### src/rtl/timer_event_list_scheduler_core_assert.svh
// ----------------------------------------------------------------------------
// Timer list scheduler assertion macros
// Concurrent check macros shared by the scheduler RTL.
// ----------------------------------------------------------------------------
`ifndef TIMER_EVENT_LIST_SCHEDULER_CORE_ASSERT_SVH
`define TIMER_EVENT_LIST_SCHEDULER_CORE_ASSERT_SVH

// same-cycle implication, disabled in reset
`define TEL_ASSERT_IMPL(lbl, clk, rst, ante, cons, msg) \
   lbl: assert property (@(posedge clk) disable iff (rst) (ante) |-> (cons)) \
      else $error(msg);

// next-cycle implication, disabled in reset
`define TEL_ASSERT_NEXT(lbl, clk, rst, ante, cons, msg) \
   lbl: assert property (@(posedge clk) disable iff (rst) (ante) |=> (cons)) \
      else $error(msg);

`endif

### src/rtl/tel_pkg.sv
// ----------------------------------------------------------------------------
// Timer list scheduler package
// Shared constants, opcodes, state and control types.
// ----------------------------------------------------------------------------
`default_nettype none

package tel_pkg;

   localparam int SLOTS_DEF       = 16;
   localparam int TIME_BITS_DEF   = 32;
   localparam int OP_BITS         = 2;
   localparam int SLOT_BITS       = 4;
   localparam int TIME_FIELD_BITS = 32;

   // request opcodes; code 3 is unused
   localparam logic [OP_BITS-1:0] OP_ADD    = 2'd0;
   localparam logic [OP_BITS-1:0] OP_REMOVE = 2'd1;
   localparam logic [OP_BITS-1:0] OP_TICK   = 2'd2;

   typedef enum logic [1:0] {
      ST_IDLE,
      ST_PASS,
      ST_FINISH
   } state_type;

   // chain-wide control from the sequencer
   typedef struct packed {
      logic shift_left;   // rotate one entry out of the head
      logic keep_head;    // head entry goes back in at the tail
      logic shift_right;  // push a new entry in at the head
   } chain_ctrl_type;

   // control seen by one cell
   typedef struct packed {
      logic take_head;
      logic shift_left;
      logic shift_right;
   } cell_ctrl_type;

endpackage

`default_nettype wire

### src/rtl/tel_cell.sv
// ----------------------------------------------------------------------------
// Timer list cell
// One list position: slot number and trigger time, moved left or right.
// ----------------------------------------------------------------------------
`default_nettype none

module tel_cell
   import tel_pkg::*;
#(
   parameter int TIME_BITS = TIME_BITS_DEF
) (
   input  wire logic                 clock,
   input  wire cell_ctrl_type        ctrl,
   input  wire logic [SLOT_BITS-1:0] head_slot,
   input  wire logic [TIME_BITS-1:0] head_trig,
   input  wire logic [SLOT_BITS-1:0] right_slot,
   input  wire logic [TIME_BITS-1:0] right_trig,
   input  wire logic [SLOT_BITS-1:0] left_slot,
   input  wire logic [TIME_BITS-1:0] left_trig,
   output logic      [SLOT_BITS-1:0] slot_q,
   output logic      [TIME_BITS-1:0] trig_q
);

   logic [SLOT_BITS-1:0] slot_ff, slot_in;
   logic [TIME_BITS-1:0] trig_ff, trig_in;

   always_comb begin
      priority if (ctrl.take_head) begin
         slot_in = head_slot;
         trig_in = head_trig;
      end else if (ctrl.shift_left) begin
         slot_in = right_slot;
         trig_in = right_trig;
      end else if (ctrl.shift_right) begin
         slot_in = left_slot;
         trig_in = left_trig;
      end else begin
         slot_in = slot_ff;
         trig_in = trig_ff;
      end
   end

   always_ff @(posedge clock) begin
      slot_ff <= slot_in;
      trig_ff <= trig_in;
   end

   assign slot_q = slot_ff;
   assign trig_q = trig_ff;

endmodule

`default_nettype wire

### src/rtl/tel_chain.sv
// ----------------------------------------------------------------------------
// Timer list cell chain
// Row of cells holding the armed list in order, front at cell 0.
// ----------------------------------------------------------------------------
`default_nettype none

module tel_chain
   import tel_pkg::*;
#(
   parameter int SLOTS     = SLOTS_DEF,
   parameter int TIME_BITS = TIME_BITS_DEF,
   localparam int CNT_BITS = $clog2(SLOTS + 1)
) (
   input  wire logic                 clock,
   input  wire chain_ctrl_type       ctrl,
   input  wire logic [CNT_BITS-1:0]  count,
   input  wire logic [SLOT_BITS-1:0] ins_slot,
   input  wire logic [TIME_BITS-1:0] ins_trig,
   output logic      [SLOT_BITS-1:0] head_slot,
   output logic      [TIME_BITS-1:0] head_trig
);

   logic [SLOT_BITS-1:0] slot_q [SLOTS];
   logic [TIME_BITS-1:0] trig_q [SLOTS];
   logic [CNT_BITS-1:0]  tail_idx;

   // kept head goes to the last occupied position after the shift
   assign tail_idx = count - CNT_BITS'(1);

   for (genvar i = 0; i < SLOTS; i++) begin : g_cell
      cell_ctrl_type        cc;
      logic [SLOT_BITS-1:0] r_slot, l_slot;
      logic [TIME_BITS-1:0] r_trig, l_trig;

      assign cc.take_head   = ctrl.keep_head && (tail_idx == CNT_BITS'(i));
      assign cc.shift_left  = ctrl.shift_left;
      assign cc.shift_right = ctrl.shift_right;

      if (i == SLOTS - 1) begin : g_last
         assign r_slot = slot_q[0];
         assign r_trig = trig_q[0];
      end else begin : g_mid
         assign r_slot = slot_q[i+1];
         assign r_trig = trig_q[i+1];
      end

      if (i == 0) begin : g_first
         assign l_slot = ins_slot;
         assign l_trig = ins_trig;
      end else begin : g_rest
         assign l_slot = slot_q[i-1];
         assign l_trig = trig_q[i-1];
      end

      tel_cell #(
         .TIME_BITS (TIME_BITS)
      ) u_cell (
         .clock      (clock),
         .ctrl       (cc),
         .head_slot  (slot_q[0]),
         .head_trig  (trig_q[0]),
         .right_slot (r_slot),
         .right_trig (r_trig),
         .left_slot  (l_slot),
         .left_trig  (l_trig),
         .slot_q     (slot_q[i]),
         .trig_q     (trig_q[i])
      );
   end

   assign head_slot = slot_q[0];
   assign head_trig = trig_q[0];

endmodule

`default_nettype wire

### config.mk
export PLATFORM = sky130hd
export DESIGN_NAME = tel_chain
export DESIGN_NICKNAME = d
export VERILOG_FILES = /design/src/rtl/timer_event_list_scheduler_core_assert.svh /design/src/rtl/tel_pkg.sv /design/src/rtl/tel_cell.sv /design/src/rtl/tel_chain.sv
export SDC_FILE = /design/constraint.sdc
export NUM_CORES = 1
export LEC_CHECK = 0
export ABC_AREA = 1
export BUFFER_PORTS_ARGS = -buffer_cell sky130_fd_sc_hd__buf_4
export CORE_UTILIZATION = 25
export DETAILED_ROUTE_END_ITERATION = 8
export PLACE_DENSITY_LB_ADDON = 0.2
export SLEW_MARGIN = 20
export SYNTH_ARGS = -nofsm -noshare
export SYNTH_HDL_FRONTEND = slang
export SYNTH_SLANG_ARGS = --single-unit
### constraint.sdc
create_clock -name clock -period 5.2 [get_ports clock]
set_input_delay 1.04 -clock clock [delete_from_list [all_inputs] [get_ports clock]]
set_output_delay 1.04 -clock clock [all_outputs]
set_load 0.1 [all_outputs]
# After elaboration in Yosys (flattened, before gate mapping)
# Cells that the tools add are included.
# Widths: inputs -> output; s select.
[totals]
register_bits = 576
input_bits = 45
[classes]
addsub = 1
n_eq_ne = 15
n_mux = 94
bitwise = 1
n_reduce_logical = 34
[op_table]
columns = ["operator", "count"]
rows = [
  ["$mux 32", 47],
  ["$mux 4", 47],
  ["$reduce_bool 3->1", 15],
  ["$eq 5x4->1 const B", 8],
  ["$eq 5x3->1 const B", 4],
  ["$logic_and 1x1->1", 16],
  ["$eq 5x2->1 const B", 2],
  ["$eq 5x1->1 const B", 1],
  ["$logic_not 5->1", 1],
  ["$sub 5x1->5 const B", 1],
  ["$reduce_and 2->1", 1],
  ["$reduce_bool 2->1", 1],
  ["$not 1->1", 1],
]

# Logic depth before layout (Yosys ltp)
# Gate-level depths: netlist of run 1.
[logic_depth]
ltp_word = 5
mapped_depth = 10

# Modules after synthesis
# From an unflattened synthesis of run 1, not the netlist that was laid out.
[hier_totals]
hier_cells = 4936
hier_area_um2 = 35910.7
[modules_own_cells]
columns = ["module", "instances", "cells_each", "area_each_um2", "seq_area_each_um2"]
rows = [
  ["tel_cell", 16, 306, 2232.1, 1081.0],
  ["tel_chain", 1, 40, 196.4, 0.0],
]

# Worst setup path after synthesis of run 1
# OpenSTA, ideal clock, no wires.
[synth_path]
kind = "input to register"
startpoint = "input port count[3]"
endpoint = "register g_cell[3].u_cell.slot_ff[0] (enable)"
setup_time_ns = 0.479
arrival_ns = 4.058
required_ns = 4.721
setup_slack_ns = 0.663
path_stages = 4
path_cell_list = "buf_2 inv_1 nand4_1 o21ai_0"
[synth_via]
elab_chain_cells = 4
[synth_rtl]
columns = ["element", "line", "source"]
rows = [
  ["from (decl)", "tel_chain.sv:16", "input wire logic [CNT_BITS-1:0] count,"],
  ["$sub 5x1->5", "tel_chain.sv:28", "assign tail_idx = count - CNT_BITS'(1);"],
  ["$eq 5x2->1", "tel_chain.sv:35", "assign cc.take_head = ctrl.keep_head && (tail_idx == CNT_BITS'(i));"],
  ["$logic_and 1x1->1", "tel_chain.sv:35", ""],
  ["$reduce_bool 3->1 (no line)", "--", ""],
  ["to (signal assigned)", "tel_cell.sv:44", "slot_ff <= slot_in;"],
  ["to (decl)", "tel_cell.sv:24", "logic [SLOT_BITS-1:0] slot_ff, slot_in;"],
]
# No other way between the ends.
# A chain may end at the register's enable or synchronous reset.

# Worst setup path after layout of run 1
[layout_path]
startpoint = "input port count[0]"
endpoint = "register g_cell[5].u_cell.trig_ff[31] (enable)"
[layout_via]
elab_chain_cells = 4
[layout_rtl]
columns = ["element", "line", "source"]
rows = [
  ["$sub 5x1->5", "tel_chain.sv:28", ""],
  ["$eq 5x3->1", "tel_chain.sv:35", ""],
  ["$logic_and 1x1->1", "tel_chain.sv:35", ""],
  ["$reduce_bool 3->1 (no line)", "--", ""],
  ["to (signal assigned)", "tel_cell.sv:45", "trig_ff <= trig_in;"],
  ["to (decl)", "tel_cell.sv:25", "logic [TIME_BITS-1:0] trig_ff, trig_in;"],
]
# No other way between the ends.

==> reports/summary.md, run 1 <==
* **result of the run** complete, no violations
* **post-synthesis share of cell area spent on xor and xnor gates** 0
* **number of warnings printed during yosys synthesis** 0
* **WL per Instance** 20.4 um
* **share of the synthesized area in compound gates (AO/OA/AOI/OAI)** 0.0483
* **number of vias after detailed routing** 26.6k
* **iteration count of the initial detailed-routing pass** 6
* **Tightest Pin Transition** 1.16 ns
* **static power due to leakage** 16.1 nW
* **pin count of the biggest net entering global routing** 196
* **post-synthesis share of cell area spent on full adders, half adders and majority gates** 0
* **die width** 357 um
* **highest achievable clock rate** 0.326 GHz
* **final core utilization** 0.284
* **clock root buffer** sky130_fd_sc_hd__clkbuf_16
* **highest ir drop seen on vdd** 220 uV
* **initial core utilization** 0.252
* **worst relative slew slack** 0.228
* **final critical path time including I/O delays and setup** 3.07 ns
* **vias in the first global route** 26.3k
* **first-pass GRT wire length** 172000 um
* **dominant combinational cell family by area after synthesis** simple AND/OR/NAND/NOR gates
* **number of fill cells** 13.5k
* **Setup crit start kind** primary input
* **Seq cells post-synth** 576
* **arrival time reported for the critical path endpoint** 3.38 ns
* **instance count of the mapped netlist** 4011
* **fraction of the yosys area taken by sequential cells** 0.548
* **Placeable Area** 0.125 mm^2
* **power density over cell area** 373 mW/mm^2
* **number of ports placed on the die boundary** 81
* **post-detailed-routing wire length** 114000 um
* **Crit Path Max Fanout** 75
* **final-layout setup total negative slack** 0 ns
* **clk sinks** 576
* **total clock buffers created by CTS** 71
* **GRT Total Usage** 0.178
* **Crit. End Element** flip-flop
* **post-route antenna net violation count** 0
* **DP HPWL** 63100 um
* **clock latency on the worst-skew pair** 0.63 ns
* **buffer depth of the longest clock path** 3
* **Die Y-Extent** 357 um
* **clock tree from TritonCTS** done
* **final setup vio count** 0
* **ratio of cells with drive above 1 in the final layout** 0.0701
* **mux share of post-synthesis cell area** 0
* **Max H-tree Level** 3
* **Hold Vio Cnt, Final** 0
* **Power Total** 13.3 mW
* **number of violations reported at the end of detailed-routing iteration 0** 2272
* **Final Hold Slack** 0.541 ns
* **Avg Vias per Cell** 4.73
* **worst min-delay path class** flip-flop to flip-flop
* **Post-Syn Area per Cell** 7.87 um^2
* **number of remaining DRC errors** 0
* **count of buffers inserted at the top-level ports** 80
* **Setup Crit Path Kind** primary input to flip-flop
* **area taken by flip-flops and latches** 0.0173 mm^2
* **area taken by multi-input logic gates** 0.0125 mm^2
* **Crit path required time** 5.51 ns
* **worst-case clock skew** 0.0178 ns
* **number of cells on the worst reg-to-reg path** 4
* **cts hold-fix bufs** 0
* **area of the mapped netlist** 0.0316 mm^2
* **post-CTS setup buffer count** 0
* **total of max-cap violations** 0
* **setup repair after global routing missed its margin** false
* **Final period util** 0.591
* **post-synthesis simple-gate area fraction** 0.343
* **Synth-to-Final Area Change** 12.9%
* **post-cts repair resize count** 0
* **global-route congestion overflow total** 0
* **Net Count, Synth** 4056
* **antenna violations before repair** 5
* **Die Footprint** 0.128 mm^2
* **clock-pin slew on the worst setup and hold paths** 0.06 ns
* **standard-cell row count** 130
* **hold path depth** 2
* **RePlAce Congestion** 0.786
* **number of max-slew violations in the final report** 0
* **Final nets** 3966
* **Netlist cell types** 20
-- state kept, by name, summed over array words and instances, names as in the netlist --
name and cells:
g_cell.u_cell.slot_q 64, g_cell.u_cell.trig_q 512
-- where the power goes --
group | internal [mW] | switching [mW]
clock | 2.68 | 2.05
sequential | 5.99 | 0.494
combinational | 0.612 | 1.46
total | 9.28 | 4.00
-- path summary, 6_finish.rpt --
| check | slack [ns] | start | endpoint |
|---|---|---|---|
| hold reg to reg | 0.54 | g_cell[14].u_cell.trig_q[3]$_DFFE_PP_ | g_cell[15].u_cell.trig_q[3]$_DFFE_PP_ |
| setup / recovery | 2.13 | count[0] | g_cell[5].u_cell.trig_q[31]$_DFFE_PP_ |
| hold / removal | 0.54 | g_cell[14].u_cell.trig_q[3]$_DFFE_PP_ | g_cell[15].u_cell.trig_q[3]$_DFFE_PP_ |
| setup reg to reg | 3.54 | g_cell[0].u_cell.trig_q[26]$_DFFE_PP_ | g_cell[1].u_cell.trig_q[26]$_DFFE_PP_ |
-- placed cells by master, fill, tap and decap left out, drive strengths merged, types with 2 or more instances in the layout --
| cell | instances |
|---|---|
| nand3 | 7 |
| inv | 127 |
| edfxtp | 576 |
| clkbuf | 90 |
| diode | 2 |
| nand2 | 2453 |
| buf | 144 |
| o21ai | 304 |
| bufinv | 2 |
| nand4 | 223 |
| nor2 | 12 |
| clkinv | 26 |
-- Yosys cell counts --
cell type | number | area [um^2]
sky130_fd_sc_hd__nand2_1 | 2446 | 9180
sky130_fd_sc_hd__edfxtp_1 | 576 | 17300
sky130_fd_sc_hd__o21ai_0 | 304 | 1520
sky130_fd_sc_hd__nand4_1 | 223 | 1400
sky130_fd_sc_hd__buf_2 | 155 | 776
sky130_fd_sc_hd__inv_1 | 123 | 462
sky130_fd_sc_hd__clkbuf_1 | 121 | 454
sky130_fd_sc_hd__buf_1 | 11 | 41.3
sky130_fd_sc_hd__buf_4 | 10 | 75.1
sky130_fd_sc_hd__buf_6 | 10 | 113
sky130_fd_sc_hd__nor2_2 | 7 | 43.8
sky130_fd_sc_hd__inv_2 | 5 | 18.8
sky130_fd_sc_hd__nand2_2 | 5 | 31.3
sky130_fd_sc_hd__nand3_4 | 5 | 87.6
sky130_fd_sc_hd__nor2_4 | 3 | 33.8
sky130_fd_sc_hd__nand2_4 | 2 | 22.5
sky130_fd_sc_hd__nor2_1 | 2 | 7.51
sky130_fd_sc_hd__a21oi_1 | 1 | 5.00
sky130_fd_sc_hd__nand3_1 | 1 | 5.00
sky130_fd_sc_hd__nand3_2 | 1 | 10.0
-- layer usage --
metal	up-vias	global-route usage	share of wire
li1	12900	-	-
met4	6	0.0520	0.023
met2	743	0.283	0.45
met5	-	0	0.00036
met3	150	0.0252	0.054
met1	12800	0.251	0.47
-- worst max-delay path: stages --
cell,delay [ns]
sky130_fd_sc_hd__buf_4,0.14
sky130_fd_sc_hd__nor2_4,0.18
sky130_fd_sc_hd__nand2_2,0.14
sky130_fd_sc_hd__nand2_8,0.49
sky130_fd_sc_hd__nand3_4,0.13
sky130_fd_sc_hd__nand2_2,0.82
sky130_fd_sc_hd__buf_4,0.41
-- cells by family after synthesis --
logic type | after synthesis
and+or+nand+nor | 2695
buffers and inverters | 435
AOI/OAI and AO/OA | 305
DFF | 576
-- final cells by class --
class | count | area share
antenna | 2 | 0.000140
sequential | 576 | 0.485
clock buffer | 90 | 0.0536
clock inverter | 27 | 0.00516
multi-input combinational | 3000 | 0.350
inverter | 128 | 0.0138
timing repair buffer | 144 | 0.0344
tap | 1650 | 0.0579
-- per-stage QoR --
stage          cell area (um^2)  instances  setup slack (ns)
2_1_floorplan             31600       4011             0.663
3_3_place_gp              33600       5498              1.50
3_5_place_dp              33600       5498              1.47
4_1_cts                   35600       5615              2.12
5_1_grt                   35600       5615              2.03
6_report                  35700       5617              2.13
Power figures use the tool's default switching activity.
==> inputs of run 2 (changes only) <==
Settings changed: ABC_AREA 1 to 0.
Clock period 5.2 ns to 3.08 ns, I/O delays scaled along.
==> run 2 against run 1 <==
Critical path depth down 6. First-iteration DRC count down 65%. Clock skew up 0.016 ns. Highest routed layer is now met4.
==> reports/summary.md, run 2 <==
* **post-route worst setup slack** 0.641 ns
* **cell family contributing the most delay on the critical path** flip-flops
* **Commonest cells post-synth** sky130_fd_sc_hd__mux2_2, sky130_fd_sc_hd__edfxtp_1, sky130_fd_sc_hd__clkbuf_1, sky130_fd_sc_hd__buf_2, sky130_fd_sc_hd__a21oi_1
* **Netlist cell types** 27
* **Crit Path Max Fanout** 16
* **power density over cell area** 670 mW/mm^2
* **Final nets** 1968
* **Crit. End Element** output port
* **Final period util** 0.792
* **standard-cell row count** 126
* **Avg Vias per Cell** 4.48
* **commonest non-fill, non-tap cell in the layout** sky130_fd_sc_hd__mux2_2
* **GRT Total Usage** 0.135
* **initial core utilization** 0.253
* **highest ir drop seen on vdd** 352 uV
* **total clock buffers created by CTS** 67
* **die width** 348 um
* **dominant cell by count in the synthesized netlist** sky130_fd_sc_hd__mux2_2
* **clock root buffer** sky130_fd_sc_hd__clkbuf_16
* **final setup vio count** 0
* **cts hold-fix bufs** 0
* **Max H-tree Level** 3
* **Net Count, Synth** 1896
* **fraction of the yosys area taken by sequential cells** 0.578
* **Setup crit start kind** flip-flop
* **leading register cell type out of synthesis** sky130_fd_sc_hd__edfxtp_1
* **final critical path time including I/O delays and setup** 2.44 ns
* **CP Cell Sequence** buf_4
* **worst relative slew slack** 0.365
* **largest area contributor in the netlist** sky130_fd_sc_hd__edfxtp_1
* **arrival time reported for the critical path endpoint** 1.82 ns
* **worst min-delay path class** primary input to flip-flop
* **global-route congestion overflow total** 0
* **commonest cells after routing, fill and taps aside** sky130_fd_sc_hd__mux2_2, sky130_fd_sc_hd__edfxtp_1, sky130_fd_sc_hd__buf_4
* **clock-pin slew on the worst setup and hold paths** 0.06 ns
* **number of vias after detailed routing** 16.0k
* **first-pass GRT wire length** 122000 um
* **number of warnings printed during yosys synthesis** 0
* **slowest cell delay on critical path** 0.81 ns
* **post-detailed-routing wire length** 82000 um
* **static power due to leakage** 12.0 nW
* **Seq cells post-synth** 576
* **final-layout setup total negative slack** 0 ns
* **Die Footprint** 0.121 mm^2
* **number of enable flip-flop cells after synthesis** 576
* **number of remaining DRC errors** 0
* **number of fill cells** 11.7k
* **antenna violations before repair** 1
* **Crit path required time** 2.46 ns
* **iteration count of the initial detailed-routing pass** 5
* **clock tree from TritonCTS** done
* **vias in the first global route** 17.2k
* **biggest area contributors in the synthesized netlist** sky130_fd_sc_hd__edfxtp_1, sky130_fd_sc_hd__mux2_2, sky130_fd_sc_hd__mux2i_1
* **Placeable Area** 0.118 mm^2
* **Synth-to-Final Area Change** 16.7%
* **setup repair after global routing missed its margin** false
* **result of the run** complete, no violations
* **number of violations reported at the end of detailed-routing iteration 0** 797
* **clk sinks** 576
* **highest achievable clock rate** 0.410 GHz
* **WL per Instance** 23.0 um
* **worst-case clock skew** 0.0340 ns
* **post-CTS setup buffer count** 0
* **RePlAce Congestion** 0.711
* **pin count of the biggest net entering global routing** 156
* **Worst path slowest cell** sky130_fd_sc_hd__edfxtp_1
* **clock latency on the worst-skew pair** 0.62 ns
* **number of max-slew violations in the final report** 0
* **Die Y-Extent** 348 um
* **area taken by flip-flops and latches** 0.0173 mm^2
* **ratio of cells with drive above 1 in the final layout** 0.634
* **FFs w/ async S/R, synth** 0
* **flip-flop count of the largest register, all copies and words added** 512
* **Post-Syn Area per Cell** 16.2 um^2
* **fraction of synthesized cell area taken by the top area cell type** 0.578
* **buffer depth of the longest clock path** 3
* **number of ports placed on the die boundary** 81
* **count of buffers inserted at the top-level ports** 80
* **post-cts repair resize count** 0
* **instance count of the mapped netlist** 1851
* **area taken by multi-input logic gates** 0.0121 mm^2
* **DP HPWL** 49600 um
* **Bufs and invs on worst path** 1
* **post-route antenna net violation count** 0
* **Tightest Pin Transition** 0.953 ns
* **area of the mapped netlist** 0.0299 mm^2
* **total of max-cap violations** 0
* **worst setup timing slack at the placement stage** 0.408 ns
* **Hold Vio Cnt, Final** 0
* **Setup Crit Path Kind** flip-flop to output port
==> run 2: cell count changes in the layout (fill, tap and decap cells not counted), moves of 121 or more <==
cell                      before  now
sky130_fd_sc_hd__nand2_1    2431    1
sky130_fd_sc_hd__o21ai_0     302    0
sky130_fd_sc_hd__nand4_1     223    0
sky130_fd_sc_hd__inv_1       121    0
sky130_fd_sc_hd__mux2_2        0  971
==> run 2: logic make-up (layout without fill, tap and decap cells) <==
group / Yosys count / after routing / synth area share
AO/OA/AOI/OAI: 42 / 42 / 0.00753
buffers and inverters: 151 / 270 / 0.0227
flip-flops: 576 / 576 / 0.578
AND/OR/NAND/NOR: 74 / 74 / 0.0139
other: 0 / 1 / 0
multiplexers: 1008 / 1008 / 0.378
==> run 2: final cells by class <==
type                    instances  share of cell area
diodes                          1           0.0000717
clock buffers                  84              0.0511
clock inverters                32             0.00871
multi-input cells            1124               0.346
flip-flops and latches        576               0.495
well taps                    1600              0.0573
repair buffers                154              0.0412
==> run 2: stage by stage <==
| stage | util | std cells | area, um^2 | hold WS, ns | total power [mW] |
|---|---|---|---|---|---|
| 5_1_grt | 0.295 | 3570 | 34900 | 0.278 | 24.5 |
| 6_report | 0.295 | 3571 | 34900 | 0.302 | 23.4 |
| 3_5_place_dp | 0.277 | 3454 | 32800 | 0.562 | 15.8 |
| 3_3_place_gp | 0.277 | 3454 | 32800 | 0.549 | 15.6 |
| 2_1_floorplan | - | 1851 | 29900 | 0.525 | 14.5 |
| 4_1_cts | 0.295 | 3570 | 34900 | 0.262 | 23.8 |
==> run 2: path summary, 6_finish.rpt <==
check | to | cells past startpoint | start | slack, ns
setup / recovery | head_trig[22] | 1 | g_cell[0].u_cell.trig_q[22]$_DFFE_PP_ | 0.64
hold / removal | g_cell[0].u_cell.trig_q[3]$_DFFE_PP_ | 2 | ins_trig[3] | 0.30
setup reg to reg | g_cell[14].u_cell.trig_q[22]$_DFFE_PP_ | 1 | g_cell[0].u_cell.trig_q[22]$_DFFE_PP_ | 1.73
hold reg to reg | g_cell[1].u_cell.trig_q[15]$_DFFE_PP_ | 1 | g_cell[2].u_cell.trig_q[15]$_DFFE_PP_ | 0.57
==> run 2: routing by layer <==
| layer | share of wire | vias to the layer above | GRT usage |
|---|---|---|---|
| li1 | - | 7368 | - |
| met1 | 0.49 | 8273 | 0.194 |
| met2 | 0.46 | 251 | 0.214 |
| met3 | 0.034 | 92 | 0.0182 |
| met4 | 0.018 | 0 | 0.0335 |
| met5 | 0 | - | 0 |
==> run 2: power by group <==
part,leakage (nW),internal (mW),switching (mW)
registers,5.89,10.6,1.04
clock network,1.02,4.59,3.20
logic,5.08,2.29,1.66
